### src/rtl/c3p_pkg.sv
package c3p_pkg;

  // Default coordinate width: signed Q12.4 pixels.
  localparam int COORD_WIDTH_DEFAULT = 16;

endpackage

### src/rtl/c3p_div.sv
module c3p_div
  import c3p_pkg::*;
#(
  parameter int COORD_WIDTH = COORD_WIDTH_DEFAULT
) (
  input  logic                          clk,
  input  logic signed [3*COORD_WIDTH+4:0] num,
  input  logic signed [2*COORD_WIDTH+3:0] den,
  output logic signed [COORD_WIDTH-1:0] coord,
  output logic                          sat
);

  localparam int W  = COORD_WIDTH;
  localparam int NW = 3 * W + 5;
  localparam int DW = 2 * W + 4;

  // magnitudes and quotient sign
  logic          neg_a;
  logic [NW-1:0] an_a;
  logic [DW-1:0] ad_a;

  always_ff @(posedge clk) begin
    neg_a <= num[NW-1] ^ den[DW-1];
    an_a  <= num[NW-1] ? NW'(-num) : NW'(num);
    ad_a  <= den[DW-1] ? DW'(-den) : DW'(den);
  end

  // restoring steps, one quotient bit each
  logic [NW-1:0] rem [0:W-1];
  logic [DW-1:0] dd  [0:W-1];
  logic [W-1:0]  q   [0:W];
  logic          neg [0:W];
  logic          ovf [0:W];

  always_ff @(posedge clk) begin
    rem[0] <= an_a;
    dd[0]  <= ad_a;
    q[0]   <= '0;
    neg[0] <= neg_a;
    // quotient magnitude of 2^W or more clamps anyway
    ovf[0] <= an_a >= (NW'(ad_a) << W);
  end

  for (genvar k = 0; k < W; k++) begin : g_step
    localparam int B = W - 1 - k;
    logic [NW-1:0] sh;
    logic          ge;

    always_comb begin
      sh = NW'(dd[k]) << B;
      ge = rem[k] >= sh;
    end

    always_ff @(posedge clk) begin
      q[k+1]   <= {q[k][W-2:0], ge};
      neg[k+1] <= neg[k];
      ovf[k+1] <= ovf[k];
    end

    if (k < W - 1) begin : g_carry
      always_ff @(posedge clk) begin
        rem[k+1] <= ge ? rem[k] - sh : rem[k];
        dd[k+1]  <= dd[k];
      end
    end
  end

  // apply sign and clamp to the signed range
  logic [W-1:0] mag;
  logic         big_pos;
  logic         big_neg;

  always_comb begin
    mag     = q[W];
    big_pos = mag[W-1];
    big_neg = mag[W-1] && (|mag[W-2:0]);
  end

  always_ff @(posedge clk) begin
    if (ovf[W] || (neg[W] ? big_neg : big_pos)) begin
      sat   <= 1'b1;
      coord <= neg[W] ? {1'b1, {(W-1){1'b0}}} : {1'b0, {(W-1){1'b1}}};
    end else begin
      sat   <= 1'b0;
      coord <= neg[W] ? W'(-mag) : mag;
    end
  end

endmodule

### config.mk
export PLATFORM = sky130hd
export DESIGN_NAME = c3p_div
export DESIGN_NICKNAME = d
export VERILOG_FILES = /design/src/rtl/c3p_pkg.sv /design/src/rtl/c3p_div.sv
export SDC_FILE = /design/constraint.sdc
export NUM_CORES = 2
export LEC_CHECK = 0
export CAP_MARGIN = 20
export CORE_AREA = 4 4 517 519
export CTS_CLUSTER_SIZE = 25
export DETAILED_ROUTE_END_ITERATION = 8
export DIE_AREA = 0 0 521 523
export DONT_BUFFER_PORTS = 1
export PLACE_DENSITY = 0.41
export SYNTH_ARGS = -nofsm -noshare
export SYNTH_HDL_FRONTEND = slang
export SYNTH_SLANG_ARGS = --single-unit
### constraint.sdc
create_clock -name clk -period 3.45 [get_ports clk]
set_input_delay 0.1725 -clock clk [delete_from_list [all_inputs] [get_ports clk]]
set_output_delay 0.1725 -clock clk [all_outputs]
set_load 0.02 [all_outputs]
After elaboration in Yosys (flattened, before gate mapping). Memory sizes are Yosys's and may differ from the RTL's. Index checks and enable logic that the tools add are counted.

Add/sub/neg operators: 18. Order comparisons: 17. Muxes and demuxes: 22. Bitwise operators: 1. Reduce and logical (&&, ||, !) cells: 3.

Operator list (number): $mux W53 (15); $ge A53 B36 Y1 (1); $ge A53 B37 Y1 (1); $ge A53 B38 Y1 (1); $ge A53 B39 Y1 (1); $ge A53 B40 Y1 (1); $ge A53 B41 Y1 (1); $ge A53 B42 Y1 (1); $ge A53 B43 Y1 (1); $ge A53 B44 Y1 (1); $ge A53 B45 Y1 (1); $ge A53 B46 Y1 (1); $ge A53 B47 Y1 (1); $ge A53 B48 Y1 (1); $ge A53 B49 Y1 (1); $ge A53 B50 Y1 (1); $ge A53 B51 Y1 (1); $ge A53 B52 Y1 (1); $neg A53 Y53 (1); $sub A53 B37 Y53 (1); $sub A53 B38 Y53 (1); $sub A53 B39 Y53 (1); $sub A53 B40 Y53 (1); $sub A53 B41 Y53 (1); other kinds (20) (23).

Register bits: 107. Memory bits (writable): 1730. Memories: 5.

Memory list: rem (depth 16, width 53, rd ports 16, clocked after memory_dff 0, write ports 16, line c3p_div.sv:29) `logic [NW-1:0] rem [0:W-1];`; dd (depth 16, width 36, rd ports 16, clocked after memory_dff 0, write ports 16, line c3p_div.sv:30) `logic [DW-1:0] dd [0:W-1];`; q (depth 17, width 16, rd ports 17, clocked after memory_dff 0, write ports 17, line c3p_div.sv:31) `logic [W-1:0] q [0:W];`; neg (depth 17, width 1, rd ports 17, clocked after memory_dff 0, write ports 17, line c3p_div.sv:32) `logic neg [0:W];`; ovf (depth 17, width 1, rd ports 17, clocked after memory_dff 0, write ports 17, line c3p_div.sv:33) `logic ovf [0:W];`.

Depth between registers and ports, before layout. An unclocked memory read counts as a cell.

Depth after elaboration: 6. Depth in mapped cells: 16. Depth with buffers taken out: 15.

Worst setup path before layout. OpenSTA, ideal clock, no wires.

Path type: register to register. Start point: memory rem[11][4] in the netlist's numbering. End point: memory rem[12][42] in the netlist's numbering. Setup time: 143 ps. Data arrival time: 3309 ps. Required time: 3307 ps. Slack: -2 ps. Stages on the path, launching flop included: 14. Path buffers: 0. Period minus slack after synthesis: 3452 ps. Cells stage by stage: dfxtp_1 inv_1 ha_1 fa_1 nor2b_1 o2111ai_1 nand3_1 a31o_2 a211o_1 a41oi_1 o31a_1 o41ai_1 a2111oi_0 xor2_1.

RTL lines (line): start, declared (c3p_div.sv:29).

Worst setup path after layout.
Start point: input port den[5]. End point: register ad_a[35].

Cells in the longest elaborated chain, start to end: 1.

RTL lines: start, declared (line c3p_div.sv:8) `input logic signed [2*COORD_WIDTH+3:0] den,`; $neg A36 Y36 (line c3p_div.sv:25) `ad_a <= den[DW-1] ? DW'(-den) : DW'(den);`; end signal, assigned (line c3p_div.sv:25); end, declared (line c3p_div.sv:20) `logic [DW-1:0] ad_a;`.

No other way between the ends. A chain may end at the register's enable or synchronous reset.

==> summary.md <==
| Metric | Value |
|---|---|
| Syn nets | `9,516` |
| Wire length per cell | `17.4 um` |
| Arrival time at the worst endpoint | `4210 ps` |
| Fin. Hold Viols | `0` |
| CTS buffer count | `195` |
| Initial Util | `30.0%` |
| Setup TNS | `-4.85 ps` |
| Critical Path End Type | `flip-flop` |
| Clk sink count | `1,701` |
| Routed WL | `240,000 um` |
| Hold path endpoint | `ad_a[32]` |
| Fmax | `289 MHz` |
| Worst Tran Pin Value | `1110 ps` |
| Vias | `between 60,000 and 70,000` |
| RePlAce Congestion | `a little under 0.9` |
| Clock share of power | `20.6%` |
| Peak supply drop | `roughly 0.56 mV` |
| Most common cell in the netlist | `dfxtp_1` |
| Final worst setup slack | `-4.85 ps` |
| Failing checks | `setup timing` |
| Synth area leaders | `dfxtp_1 43%, ha_1 9.8%, a21oi_1 4.6%, xnor2_1 4.6%, o21ai_0 4.2%` |
| Area Overhead vs Synth | `31.3%` |
| Layout cell share with drive strength beyond 1 | `20.5%` |
| Max H-tree Level | `4` |
| Final setup violation count | `1` |
| Total die area | `272,000 um2` |
| DP Wirelength | `193,000 um` |
| Area of the core | `262,000 um2` |
| Synthesis-stage register bit count | `1,701` |
| # Max-Cap Violations | `0` |
| Syn Area/Cell | `8.92 um2` |
| Clk_lat worst skew | `just over 800 ps` |
| Top_reg_cell synth | `dfxtp_1` |
| Tightest Hold Check Type | `input port to flip-flop` |
| Largest net degree at the start of global routing | `61` |
| Pint | `63.1 mW` |
| Top layer in use | `met4` |
| CP startpoint kind | `input port` |
| Initial antenna violation count | `2` |
| Post-synthesis sequential area ratio | `43.4%` |
| First-pass GRT wire length | `369,000 um` |
| Site row count | `between 150 and 200` |
| Fin crit share | `100%` |
| IO Port Bufs | `0` |
| Unrepaired setup endpoints after global routing | `yes` |
| Vias in the first global route | `approximately 69,000` |
| First-pass DRT Iterations | `5` |
| Routed vias/inst | `4.68` |
| Sw Share | `38.7%` |
| Clk pin slew, worst setup/hold paths | `50 ps` |
| Die span in y | `523 um` |
| WHS Path Cells | `6` |
| Minimum clock period | `3450 ps` |
| Pwr Density | `about 1000 nW/um2` |
| Die Wd | `521 um` |
| Setup CP Type | `input port to flip-flop` |
| TritonCTS clock tree | `yes` |
| IO Count | `107` |
| Ys async rst share | `0%` |
| Gr ovfl total | `0` |
| Status | `finished with violations` |
| Reg2Reg Launch Point | `rem[0][15]` |
| Reg2reg setup slack | `10 ps` |
| Worst Path Required | `4200 ps` |
| Gr usage total | `17.1%` |
| Pre-CTS setup slack | `-920 ps` |
| Mapped Area | `78,500 um2` |
| Post-route DRC | `0` |
| Static leakage | `45.9 nW` |
| Post-Route M1 WL | `around 87,000 um` |
| Met2 wire len | `129,000 um` |
| Comb pwr share | `50.7%` |
| Layout Nets | `10,879` |
| Root Driver | `clkbuf_16` |
| Top cells by count, synth | `1,701 x dfxtp_1, 776 x inv_1, 726 x a21oi_1, 708 x nand2_1, 654 x o21ai_0` |
| FF-to-FF path depth | `16` |
| CP max FO | `3` |
| DRT iter0 DRCs | `approximately 2,400` |
| Post-synth EDFFs | `0` |
| Synth cell types | `94` |
| Worst-case clock buffer depth | `3` |
| Synth top area share | `43.4%` |
| Worst hold start | `den[18]` |
| DRT antenna net count | `0` |
| Fillers | `around 26,000` |
| Cells after Synth | `8,796` |
| Leading area contributor after synthesis | `dfxtp_1` |
| NetSw | `~40 mW` |
| Slew Viols, Final | `0` |
| Worst flop-to-flop path endpoint | `rem[1][26]` |
| Final clock skew | `28.4 ps` |
| Routed wl met3 | `5500 um` |
| Sequential fraction of design power | `28.7%` |
| Yosys warning count | `0` |
| Max_slew headroom | `between 20% and 30%` |
-- logic make-up after synthesis --
kind of cell,count (synthesis),share of synthesized area [%]
compound gates,2354,18.5
mux,79,1.12
buf+inv,1061,5.08
fa+ha+maj,630,10.2
flops,1701,43.4
simple gates,2290,14.2
xor+xnor,681,7.60
-- registers in the layout, summed over array words and instances, names as in the netlist --
name and cells:
sat 1, neg 17, neg_a 1, coord 16
q 136, rem 848, an_a 53, dd 576
ad_a 36, ovf 17
-- worst max-delay path, stage by stage --
cell,delay (ps)
dlygate4sd3_1,560
or4_1,570
nor2_2,130
nand3_1,190
or4_4,560
or4_4,450
nand2b_1,230
or4_4,500
nor4b_2,260
dlygate4sd3_1,560
-- layout by cell type, fill, tap and decap left out, drive strengths merged, types with 58 or more instances in the layout --
master          n
buf          1263
nor4           93
or3            59
dlygate4sd3   175
clkbuf        281
a31oi          58
o21bai         67
dfxtp        1701
o21ai         658
nand3         163
xor2          267
a21oi         726
a21o          326
o21a           79
nand2         708
inv           785
xnor2         414
nor2          556
ha            615
nand2b         96
mux2           68
nor3          122
nor2b          84
nand4         150
o31ai          75
and3           69
-- routing by layer --
metal	up-vias	track usage, %
met5	-	0
met4	0	11.5
met1	29734	16.2
li1	33386	-
met3	615	2.10
met2	957	33.9
-- cell type report --
type                    instances  area, um2  area share, %
flip-flops and latches       1701      34100           33.1
diodes                          2       5.00        0.00486
repair buffers               1449      12000           11.7
inverters                     778       2930           2.84
clock buffers                 273       5600           5.44
multi-input cells            6034      43000           41.7
well taps                    3515       4400           4.27
clock inverters                85       1060           1.03
-- stage by stage --
step                      utilization (%)  hold slack, ps  power (mW)  cell area (um2)  cells
after floorplan                         -             200        60.0            78500   8796
final                                39.3            39.1         103           103000  13837
after detailed placement             34.8             201        79.4            91300  13238
after global placement               34.8             201        79.2            91300  13238
after CTS                            38.4          0.0280         102           101000  13793
after global routing                 39.3            22.1         111           103000  13837
-- worst max path at each step --
stage                           from           to  slack (ps)  cells past startpoint
final                         den[5]     ad_a[35]          -5                     10
after global routing      rem[0][15]   rem[1][31]        -160                     16
after CTS                 rem[14][1]  rem[15][42]         -50                     17
after detailed placement  rem[14][1]  rem[15][42]        -920                     16
after global placement    rem[14][1]  rem[15][42]        -990                     16
after floorplan           rem[2][13]   rem[3][50]           7                     16
-- what timing repair did --
item	in CTS	in global routing
pin swaps	37	122
cloned	4	8
setup endpoints to repair	365	433
endpoints found under the hold margin	90	0
resized for setup	158	456
hold buffers	177	0
buffers inserted	16	36
-- power groups by stage --
stage	combinational, mW	clock (mW)	sequential [mW]
floorplan	31.8	0	28.2
finish	52.2	21.2	29.5
global placement	49.4	0	29.8
CTS	50.8	22.0	29.4
global route	57.8	22.7	30.2
detailed placement	49.6	0	29.8
No activity file was read; power rests on OpenSTA's default activity.
