<file path="src/rtl/c3p_pkg.sv">
package c3p_pkg;

  // Default coordinate width: signed Q12.4 pixels.
  localparam int COORD_WIDTH_DEFAULT = 16;

endpackage

</file>
<file path="src/rtl/c3p_sqrt.sv">
module c3p_sqrt
  import c3p_pkg::*;
#(
  parameter int COORD_WIDTH = COORD_WIDTH_DEFAULT
) (
  input  logic                     clk,
  input  logic [2*COORD_WIDTH+1:0] rsq,
  output logic [COORD_WIDTH:0]     root
);

  localparam int W  = COORD_WIDTH;
  localparam int RW = 2 * W + 2;

  logic [RW-1:0] rem [0:W];
  logic [W:0]    rt  [0:W+1];

  assign rem[0] = rsq;
  assign rt[0]  = '0;

  // one root bit per stage, from the top bit down
  for (genvar k = 0; k <= W; k++) begin : g_step
    localparam int B = W - k;
    logic [RW-1:0] cand;
    logic          ge;

    always_comb begin
      cand = (RW'(rt[k]) << (B + 1)) | (RW'(1) << (2 * B));
      ge   = rem[k] >= cand;
    end

    always_ff @(posedge clk) begin
      rt[k+1] <= ge ? (rt[k] | ((W+1)'(1) << B)) : rt[k];
    end

    if (k < W) begin : g_carry
      always_ff @(posedge clk) begin
        rem[k+1] <= ge ? rem[k] - cand : rem[k];
      end
    end
  end

  assign root = rt[W+1];

endmodule

</file>
<file path="config.mk">
export PLATFORM = sky130hd
export DESIGN_NAME = c3p_sqrt
export DESIGN_NICKNAME = d
export VERILOG_FILES = /design/src/rtl/c3p_pkg.sv /design/src/rtl/c3p_sqrt.sv
export SDC_FILE = /design/constraint.sdc
export NUM_CORES = 1
export LEC_CHECK = 0
export BUFFER_PORTS_ARGS = -buffer_cell sky130_fd_sc_hd__clkbuf_2
export CAP_MARGIN = 0
export CELL_PAD_IN_SITES_DETAIL_PLACEMENT = 1
export CELL_PAD_IN_SITES_GLOBAL_PLACEMENT = 1
export CORE_ASPECT_RATIO = 0.7
export CORE_MARGIN = 3
export CORE_UTILIZATION = 35
export DETAILED_ROUTE_END_ITERATION = 12
export HOLD_SLACK_MARGIN = 0.12
export PLACE_DENSITY = 0.61
export SYNTH_ARGS = -nofsm -noshare
export SYNTH_HDL_FRONTEND = slang
export SYNTH_SLANG_ARGS = --single-unit
</file>
<file path="constraint.sdc">
create_clock -name clk -period 2.77 [get_ports clk]
set_clock_uncertainty 0.15 [all_clocks]
set_input_delay 0.1385 -clock clk [delete_from_list [all_inputs] [get_ports clk]]
set_output_delay 0.1385 -clock clk [all_outputs]
set_load 0.01 [all_outputs]
</file>
After elaboration in Yosys (flattened, before gate mapping):

Index checks and enable logic that the tools add are counted.

* register bits: 833
* bits of input ports: 35
* logic and storage cells: 99

* add/sub/neg operators: 16
* order comparisons: 17
* mux-type cells: 17

Operators by type and width (count)
* 34-bit 2-to-1 mux: 16
* 34-bit by 18-bit >= comparator with 1-bit output: 1
* 34-bit by 19-bit >= comparator with 1-bit output: 1
* 34-bit by 20-bit >= comparator with 1-bit output: 1
* 34-bit by 21-bit >= comparator with 1-bit output: 1
* 34-bit by 22-bit >= comparator with 1-bit output: 1
* 34-bit by 23-bit >= comparator with 1-bit output: 1
* 34-bit by 24-bit >= comparator with 1-bit output: 1
* 34-bit by 25-bit >= comparator with 1-bit output: 1
* 34-bit by 26-bit >= comparator with 1-bit output: 1
* 34-bit by 27-bit >= comparator with 1-bit output: 1
* 34-bit by 28-bit >= comparator with 1-bit output: 1
* 34-bit by 29-bit >= comparator with 1-bit output: 1
* 34-bit by 30-bit >= comparator with 1-bit output: 1
* 34-bit by 31-bit >= comparator with 1-bit output: 1
* 34-bit by 32-bit >= comparator with 1-bit output: 1
* 34-bit by 33-bit >= comparator with 1-bit output: 1
* 34-bit by 33-bit >= comparator with 1-bit output (second input constant): 1
* 34-bit by 19-bit subtractor with 34-bit output: 1
* 34-bit by 20-bit subtractor with 34-bit output: 1
* 34-bit by 21-bit subtractor with 34-bit output: 1
* 34-bit by 22-bit subtractor with 34-bit output: 1
* 34-bit by 23-bit subtractor with 34-bit output: 1
* 34-bit by 24-bit subtractor with 34-bit output: 1
* other kinds (11): 11

Logic depth before layout (Yosys ltp):

Gate-level depths: netlist of the first run.

* word-level depth: 2
* gate-level depth with buffers: 13
* mapped depth without buffers: 10

Worst setup path after synthesis of the first run:

OpenSTA, ideal clock, no wires.

* path kind: reg2reg
* start point: reg rt, in the netlist g_step[14].cand[19]
* end point: reg rem[45] in the netlist's numbering
* library setup time: 0.074 ns
* arrival: 2.363 ns
* setup slack: 0.183 ns
* stages on the path, launching flop included: 13
* period minus slack after synthesis: 2.587 ns
* cells stage by stage: dfxtp_1 inv_1 ha_1 a21o_1 or3_1 clkbuf_1 nor3_1 nand2_1 o21ai_2 buf_2 buf_2 nand2_1 o21ai_0

* cells in the longest elaborated chain, start to end: 2

RTL lines
* start: declaration: line c3p_sqrt.sv:15 `logic [W:0] rt [0:W+1];`
* start signal: indexed assignment: line c3p_sqrt.sv:32 `rt[k+1] <= ge ? (rt[k] | ((W+1)'(1) << B)) : rt[k];`
* 34-bit by 20-bit >= comparator with 1-bit output: line c3p_sqrt.sv:28 `ge = rem[k] >= cand;`
* 34-bit 2-to-1 mux: line c3p_sqrt.sv:37 `rem[k+1] <= ge ? rem[k] - cand : rem[k];`
* end signal: indexed assignment: line c3p_sqrt.sv:37
* end: declaration: line c3p_sqrt.sv:14 `logic [RW-1:0] rem [0:W];`

No other way between the ends.
A chain may end at the register's enable or synchronous reset.

Final worst setup path of the first run:

* start point: reg rem[233] in the netlist's numbering
* end point: reg rem[185] in the netlist's numbering

* cells in the longest elaborated chain, start to end: 2

RTL lines (line)
* 34-bit by 24-bit >= comparator with 1-bit output: c3p_sqrt.sv:28
* 34-bit 2-to-1 mux: c3p_sqrt.sv:37

No other way between the ends.

==> results of run 1 <==
[state kept, by name, summed over array words and instances, names as in the netlist]
signal,flops
rem,544
g_step.cand,136
root,17
[per-layer routing]
layer	GRT usage, %	vias up
li1	-	9504
met1	29.2	9496
met2	27.0	314
met3	3.09	101
met4	5.22	0
met5	0	-
[through the flow]
step | setup TNS (ns) | hold slack, ns | util (%) | instance area (sq um) | std cells
2_1_floorplan | 0 | 0.0162 | - | 25900 | 2542
3_3_place_gp | -12.88 | 0.0933 | 39.3 | 28500 | 3688
3_5_place_dp | -18.42 | 0.0933 | 39.3 | 28500 | 3688
4_1_cts | -0.0736 | 0.133 | 43.8 | 31700 | 3877
5_1_grt | -1.49 | 0.140 | 45.2 | 32700 | 3900
6_report | 0 | 0.157 | 45.2 | 32700 | 3900
[path summary, 6_finish.rpt]
check / start / endpoint
worst max-delay path: rem[233]$_DFF_P_ / rem[185]$_DFF_P_
worst max register to register: rem[233]$_DFF_P_ / rem[185]$_DFF_P_
worst min-delay path: rsq[33] / g_step[1].cand[32]$_DFF_P_
worst min register to register: rem[206]$_DFF_P_ / rem[172]$_DFF_P_
[timing repair]
| item | CTS | global route |
|---|---|---|
| gates resized for setup | 55 | 172 |
| endpoints found under the hold margin | 35 | 0 |
| hold buffers | 68 | 0 |
| pin swaps | 13 | 62 |
| endpoints found under the setup margin | 116 | 181 |
| gates cloned | 0 | 2 |
| setup buffers | 1 | 21 |
[layout by cell type (no fill, tap or decap), types with 31 or more instances in the layout]
master / count
dfxtp_1: 677
inv_1: 200
buf_4: 181
nand2_1: 171
ha_1: 144
nor2_1: 132
xor2_1: 128
o21ai_0: 115
a21oi_1: 114
xnor2_1: 93
nor3_1: 71
clkbuf_16: 71
dlygate4sd3_1: 68
nor4_1: 65
clkbuf_2: 51
nand4_1: 36
nand2b_1: 31
[cell type report]
class	instances	area [sq um]	area share (%)
sequential	697	14000	42.7
multi-input combinational	1596	12100	36.8
timing repair buffer	311	2430	7.43
clock buffer	95	1980	6.04
tap	966	1210	3.69
inverter	209	785	2.40
clock inverter	26	283	0.864
[critical path, cell delays in order, from the launching register on]
cell      delay (ns)
dfxtp_1         0.34
or4_4           0.56
or4_4           0.46
a211oi_4        0.25
nand2_1         0.10
or2_4           0.30
buf_12          0.14
buf_4           0.17
nor2_1          0.11
a21oi_1         0.05
[report_power, final]
part	leakage, nW	switching, mW	internal (mW)
sequential	5.84	2.32	12.5
clock	1.12	4.06	5.33
combinational	7.48	6.23	5.21
[cell families (layout without fill, tap and decap cells)]
group,after synthesis,after routing
simple gates,731,731
flops,697,697
compound gates,446,446
buf+inv,249,641
xor+xnor,226,226
fa+ha+maj,166,166
mux,27,27
==> results.cfg, run 1 <==
[pwr]
p_leak_nw = 14.4
ir_drop_mv = 0.533
power_density_mw_per_mm2 = 1090
power_mw = 35.7

[setup_path]
crit_type = flip-flop to flip-flop
rr_worst_depth = 9
ff2ff_setup_slack_ns = 0.02
critPathArrivalTime_ns = 3.10
crit_path_end_kind = flip-flop
required_ns = 3.11
start_kind = flip-flop
cp_max_fo = 10

[route]
wl_met2_mm = 30.2
highest_layer = met4
first_iter_violations = 1120
vias = 19415
drc = 0
via_per_inst = 4.98
ant_nets = 0
dr.pass1.iters = 5
drt-met1-wl_mm = 41.0
wl_per_cell_um = 19.4
wl_met3_mm = 2.81
wirelength_mm = 75.7

[global_route]
grt_max_degree = 31
grt_usage_pct = 19.0
antenna_found_initial = 2
grt_first_pass_wirelength_mm = 116
grt-ovfl-total = 0
grt_pass1_vias = 20133

[layout]
num_antenna_cells = 0
drive_above_1_share_pct = 19.3
nFillCells = 8029
syn_to_final_growth_pct = 26.2
final_nets = 3085

[sta]
setup_ws_ns = 0.0171
max_slew_margin_pct = 49.1
max_freq_mhz = 363
period_minus_slack_ns = 2.75
tightest_slew_ns = 0.756
finalCritPeriodShare_pct = 99.4
hold_violations = 0
setup_viol = 0
drv_slew = 0
rsz0062_at_grt = yes

[die]
initial_utilization_pct = 35.8
pin_count = 52
dieArea_sq_mm = 0.0774
rows = 82
die_w_um = 331
die_h_um = 234
core_sq_mm = 0.0724

[synthesis]
synth_flop_cell = dfxtp_1
synth_xor_xnor_area_share_pct = 7.64
ys_ff_latch = 697
synthCells = 2542
avgSynthCellArea_sq_um = 10.2
yosys_warnings = 0
synth_top_family_by_area = simple AND/OR/NAND/NOR gates
syn-cell-area_sq_mm = 0.0259
yosysMostFrequentCell = dfxtp_1
async_flop_share_pct = 0
synth_nets = 2743
synth_fa_ha_area_share_pct = 8.01
yosys-top-cells-count = dfxtp_1 (697), inv_1 (204), nand2_1 (174), ha_1 (166), nor2_1 (137)
yosysSeqAreaShare_pct = 53.8
ys_top_cells_by_area = dfxtp_1 (54%), ha_1 (8.0%), xor2_1 (4.4%)
synth.area.mux_share_pct = 1.15
synthSimpleGateAreaFrac_pct = 14.9
synth_edf_count = 0
synth_top_area_cell = dfxtp_1
synthDistinctLibCells = 80
synth_compound_area_share_pct = 10.7
synth_top_cell_area_share_pct = 53.8

[job]
drv_cap = 0

[clock_tree]
clock_latency_ns = 0.63
cts_made_buffers = 69
cts_max_path_buffers = 3
cts_tree = done
clkTransAtPathRegs_ns = 0.06
cts_sinks = 697
cts.root.buffer_cell = clkbuf_16
htreeDepth = 3

[place]
dp_hpwl_mm = 56.0
dp_slack_ns = -0.477
numPortBuffers = 51
routabilityCongestion = 0.869

[status]
run_status = finished, final reports clean

[worst_hold_path]
whs_path_depth = 3
hp-class = input port to flip-flop
(Power assumes the default switching activity.)
==> run 2: changes to the inputs <==
--- a/config.mk
+++ b/config.mk
@@ -12,6 +12,7 @@
 export CORE_ASPECT_RATIO = 0.7
 export CORE_MARGIN = 3
 export CORE_UTILIZATION = 35
+export CTS_BUF_LIST = sky130_fd_sc_hd__clkbuf_4 sky130_fd_sc_hd__clkbuf_8
 export DETAILED_ROUTE_END_ITERATION = 12
 export HOLD_SLACK_MARGIN = 0.12
 export PLACE_DENSITY = 0.61
==> run 2 against run 1 <==
The run now ends with negative setup slack left. Sequential share of layout area shrank 0.47 points. Non-clock buffer count rose by 4. Combinational power barely moved. Sequential power about the same. Die area stayed put. Sequential cell count unchanged. Critical path depth up 1. Final area rose by 1.2%. Clock-buffer cell count is 55 higher. Critical path type unchanged. Largest cell class unchanged. Highest routed layer is now met5.
==> results.cfg, run 2 (synthesized netlist as in run 1, its figures left out) <==
[layout]
syn_to_final_growth_pct = 27.7
drive_above_1_share_pct = 21.9
multi_input_area_sq_mm = 0.0122
final_cell_mix = dfxtp_1 (673), inv_1 (201), buf_4 (184), nand2_1 (169), ha_1 (146)
nFillCells = 8043
final_nets = 3122
final_util_pct = 45.7
top_register = rem
regArea_sq_mm = 0.0140
largest_reg_flops = 544
final_common_cell = dfxtp_1

[die]
pin_count = 52
die_h_um = 234
dieArea_sq_mm = 0.0774
rows = 82
initial_utilization_pct = 35.8
core_sq_mm = 0.0724
die_w_um = 331

[sta]
tightest_slew_ns = 0.729
setup_viol = 1
finalSetupTns_ns = -0.0459
max_slew_margin_pct = 51.1
hold_violations = 0
rsz0062_at_grt = yes
hold-worst-slack_ns = 0.183
drv_slew = 0
max_freq_mhz = 355
setup_ws_ns = -0.0459
finalCritPeriodShare_pct = 102
period_minus_slack_ns = 2.82

[place]
numPortBuffers = 51
routabilityCongestion = 0.869
dp_hpwl_mm = 56.0

[global_route]
grt_max_degree = 31
grt_pass1_vias = 20616
grt_usage_pct = 19.2
grt_first_pass_wirelength_mm = 118
antenna_found_initial = 3
grt-ovfl-total = 0

[status]
run_status = finished with violations
violations = negative setup slack

[setup_path]
critPathArrivalTime_ns = 3.25
start_kind = flip-flop
crit_start = g_step[11].cand[13]$_DFF_P_
cp_max_fo = 4
crit_path_end_kind = flip-flop
crit_type = flip-flop to flip-flop
required_ns = 3.21
r2r_start = g_step[11].cand[13]$_DFF_P_

[pwr]
p_leak_nw = 14.7
ir_drop_mv = 0.516
power_mw = 36.0
power_density_mw_per_mm2 = 1090

[route]
ant_nets = 0
vias = 19634
first_iter_violations = 1092
dr.pass1.iters = 4
drc = 0
wirelength_mm = 76.5
via_per_inst = 4.94
wl_per_cell_um = 19.2

[worst_hold_path]
hp-class = flip-flop to flip-flop
hold_path.startpoint = rem[204]$_DFF_P_

[clock_tree]
cts_sinks = 697
cts_max_path_buffers = 3
clkTransAtPathRegs_ns = 0.07
clock_latency_ns = 0.73
cts_made_buffers = 102
cts_tree = done
cts.root.buffer_cell = clkbuf_8
htreeDepth = 3

[job]
drv_cap = 0
[run 2: metal layers]
layer / up-vias / global-route usage, % / part of all wire [%]
met2: 335 / 27.1 / 39
met1: 9532 / 28.9 / 53
met4: 4 / 5.97 / 2.6
met5: - / 0 / 0.030
met3: 151 / 4.09 / 4.7
li1: 9612 / - / -
[run 2: area by class of cell]
type	count	share of cell area [%]
antenna	2	0.0151
inverter	209	2.37
timing repair buffer	315	7.49
multi-input combinational	1596	36.8
tap	966	3.65
sequential	697	42.3
clock inverter	40	1.69
clock buffer	150	5.73
[run 2: metrics by stage]
step / setup WS, ns / instances / area [sq um]
CTS: -0.117 / 3949 / 32000
finish: -0.0459 / 3975 / 33100
floorplan: 0.183 / 2542 / 25900
global route: -0.149 / 3973 / 33100
detailed placement: -0.477 / 3688 / 28500
global placement: -0.460 / 3688 / 28500
[run 2: worst max-delay path, cell delays in order (launching register included)]
cell       delay (ns)
dfxtp_1          0.37
inv_1            0.08
ha_4             0.28
buf_4            0.11
nand2b_1         0.08
nor4_4           0.41
nand4_1          0.26
nand4bb_4        0.20
nor3_4           0.08
or4_4            0.50
xnor2_2          0.15
[run 2: where the power goes]
part | leakage (nW) | total, mW | internal (mW) | switching (mW)
registers | 5.84 | 14.9 | 12.5 | 2.33
clock network | 1.29 | 9.65 | 5.43 | 4.22
logic | 7.54 | 11.5 | 5.24 | 6.28
[run 2: final timing paths]
check | slack, ns | end | cells after the start
worst min register to register | 0.18 | rem[170]$_DFF_P_ | 0
worst min-delay path | 0.18 | rem[170]$_DFF_P_ | 0
worst max-delay path | -0.05 | rem[160]$_DFF_P_ | 10
worst max register to register | -0.05 | rem[160]$_DFF_P_ | 10
[run 2: timing repair]
item | 4_1_cts | 5_1_grt
cloned | 0 | 2
endpoints found under the setup margin | 117 | 178
pin swaps | 19 | 60
resized for setup | 61 | 189
hold buffers | 69 | 0
hold endpoints to repair | 35 | 0
buffers inserted | 3 | 22
==> run 3: changes to the inputs <==
--- a/config.mk
+++ b/config.mk
@@ -11,11 +11,12 @@
 export CELL_PAD_IN_SITES_GLOBAL_PLACEMENT = 1
 export CORE_ASPECT_RATIO = 0.7
 export CORE_MARGIN = 3
-export CORE_UTILIZATION = 35
+export CORE_UTILIZATION = 47
 export CTS_BUF_LIST = sky130_fd_sc_hd__clkbuf_4 sky130_fd_sc_hd__clkbuf_8
 export DETAILED_ROUTE_END_ITERATION = 12
 export HOLD_SLACK_MARGIN = 0.12
-export PLACE_DENSITY = 0.61
+export PLACE_DENSITY = 0.78
+export SKIP_LAST_GASP = 1
 export SYNTH_ARGS = -nofsm -noshare
 export SYNTH_HDL_FRONTEND = slang
 export SYNTH_SLANG_ARGS = --single-unit
==> run 3 against run 2 <==
The run still ends with negative setup slack left. Sequential cell count is the same. First-iteration DRC count grew 32%. Sequential power is essentially flat. Sequential share of layout area grew 0.97 points. Non-clock buffer count shrank 50. Die area shrank 25%. Combinational power is essentially flat. Critical endpoint unchanged. Highest routed layer unchanged.
==> results.cfg, run 3 (synthesized netlist as in run 1, its figures left out) <==
[layout]
top_register = rem
final_common_cell = dfxtp_1
largest_reg_flops = 544
multi_input_area_sq_mm = 0.0123
regArea_sq_mm = 0.0140
nFillCells = 5746
syn_to_final_growth_pct = 24.9
drive_above_1_share_pct = 21.2
final_nets = 3072
final_cell_mix = dfxtp_1 (666), inv_1 (201), nand2_1 (172), ha_1 (136), clkbuf_8 (134)
final_util_pct = 59.8

[route]
first_iter_violations = 1446
wirelength_mm = 86.0
drc = 0
wl_per_cell_um = 23.3
ant_nets = 0
vias = 20549
dr.pass1.iters = 5
via_per_inst = 5.58

[die]
die_h_um = 202
initial_utilization_pct = 47.9
die_w_um = 287
pin_count = 52
rows = 71
core_sq_mm = 0.0541
dieArea_sq_mm = 0.0580

[worst_hold_path]
hp-class = flip-flop to flip-flop
hold_path.startpoint = g_step[10].cand[18]$_DFF_P_

[sta]
hold_violations = 0
setup_ws_ns = -0.157
drv_slew = 0
max_freq_mhz = 342
tightest_slew_ns = 0.687
rsz0062_at_grt = yes
finalCritPeriodShare_pct = 106
max_slew_margin_pct = 53.8
period_minus_slack_ns = 2.93
setup_viol = 21

[global_route]
grt_pass1_vias = 21559
grt-ovfl-total = 0
grt_usage_pct = 27.7
grt_first_pass_wirelength_mm = 126
antenna_found_initial = 4
grt_max_degree = 31

[setup_path]
start_kind = flip-flop
crit_buf_inv = 3
cp_max_fo = 4
slowest_delay_ns = 0.50
crit_start = g_step[11].cand[12]$_SDFF_PP1_
critPathArrivalTime_ns = 3.34
critical-path-top-delay-family = simple AND/OR/NAND/NOR gates
crit_path_cell_trace = inv_1, ha_4, nor4b_1, buf_4, nand4_1, buf_6, nand4bb_4, nor3_4, or4_4, xnor2_1
r2r_start = g_step[11].cand[12]$_SDFF_PP1_
required_ns = 3.19
crit_slowest_cell = or4_4
crit_type = flip-flop to flip-flop
crit_path_end_kind = flip-flop

[pwr]
power_density_mw_per_mm2 = 1110
p_sw_mw = 13.3
p_leak_nw = 14.4
pwr-share-seq_pct = 41.8
combPwrFrac_pct = 32.2
clockPowerShare_pct = 26.1
switching_share_pct = 37.2
p_int_mw = 22.5
ir_drop_mv = 0.578

[clock_tree]
cts.root.buffer_cell = clkbuf_8
clkTransAtPathRegs_ns = 0.07
htreeDepth = 3
cts_made_buffers = 101
clock_latency_ns = 0.73
cts_sinks = 697
cts_tree = done
cts_max_path_buffers = 3

[status]
run_status = finished with violations
violations = negative setup slack

[place]
routabilityCongestion = 0.873
dp_slack_ns = -0.163
dp_hpwl_mm = 53.8
numPortBuffers = 51

[job]
drv_cap = 0
==> run 3: per-stage QoR <==
step	cell area (sq um)	hold WS, ns	setup TNS (ns)	power [mW]	std cells
detailed placement	27800	0.0930	-3.58	24.8	3401
finish	32400	0.185	-1.02	35.9	3685
floorplan	25900	0.0162	0	21.0	2542
global route	32400	0.180	-4.28	37.7	3684
global placement	27800	0.0927	-1.02	24.4	3401
CTS	31100	0.176	-0.858	34.3	3661
==> run 3: what timing repair did <==
item                                    in CTS  in global routing
endpoints found under the setup margin      82                212
hold buffers                                69                  0
hold endpoints to repair                    35                  0
resized for setup                           50                222
cloned                                       0                  1
buffers inserted                             7                 22
pin swaps                                    9                 62
==> run 3: path summary, 6_finish.rpt <==
path,endpoint,slack (ns),cells past startpoint
worst max-delay path,rem[160]$_DFF_P_,-0.16,10
worst min-delay path,g_step[11].cand[17]$_DFF_P_,0.19,0
worst max register to register,rem[160]$_DFF_P_,-0.16,10
worst min register to register,g_step[11].cand[17]$_DFF_P_,0.19,0
==> run 3: area by class of cell <==
cell class                      instances  share of cell area [%]
Sequential cell                       697                    43.2
Multi-Input combinational cell       1597                    37.8
Timing Repair Buffer                  265                    6.60
Clock buffer                          151                    6.09
Tap cell                              730                    2.82
Inverter                              209                    2.44
Clock inverter                         33                   0.958
Antenna cell                            3                  0.0232
==> run 3: layer usage <==
| metal | share of wire [%] | track usage, % | up-vias | routed length (um) |
|---|---|---|---|---|
| met2 | 46 | 43.7 | 625 | 39300 |
| met4 | 3.3 | 9.40 | 2 | 2840 |
| met5 | 0.014 | 0 | - | 12 |
| li1 | - | - | 9516 | - |
| met3 | 5.0 | 4.33 | 201 | 4260 |
| met1 | 46 | 38.9 | 10205 | 39500 |
==> run 3: worst reg2reg max path, delay by kind of cell (launching register included) <==
kind / cells / cell delay (ns)
and+or+nand+nor: 5 / 1.32
buffers and inverters: 3 / 0.51
DFF: 1 / 0.36
adders and majority gates: 1 / 0.30
xor gates and xnor gates: 1 / 0.14
==> run 3: power groups by stage <==
stage / Combinational, mW / Clock (mW) / Sequential, mW
after floorplan: 7.19 / 0 / 13.8
after global placement: 9.61 / 0 / 14.8
after detailed placement: 9.97 / 0 / 14.8
after CTS: 10.4 / 9.23 / 14.7
after global routing: 12.7 / 9.93 / 15.2
final: 11.5 / 9.34 / 15.0
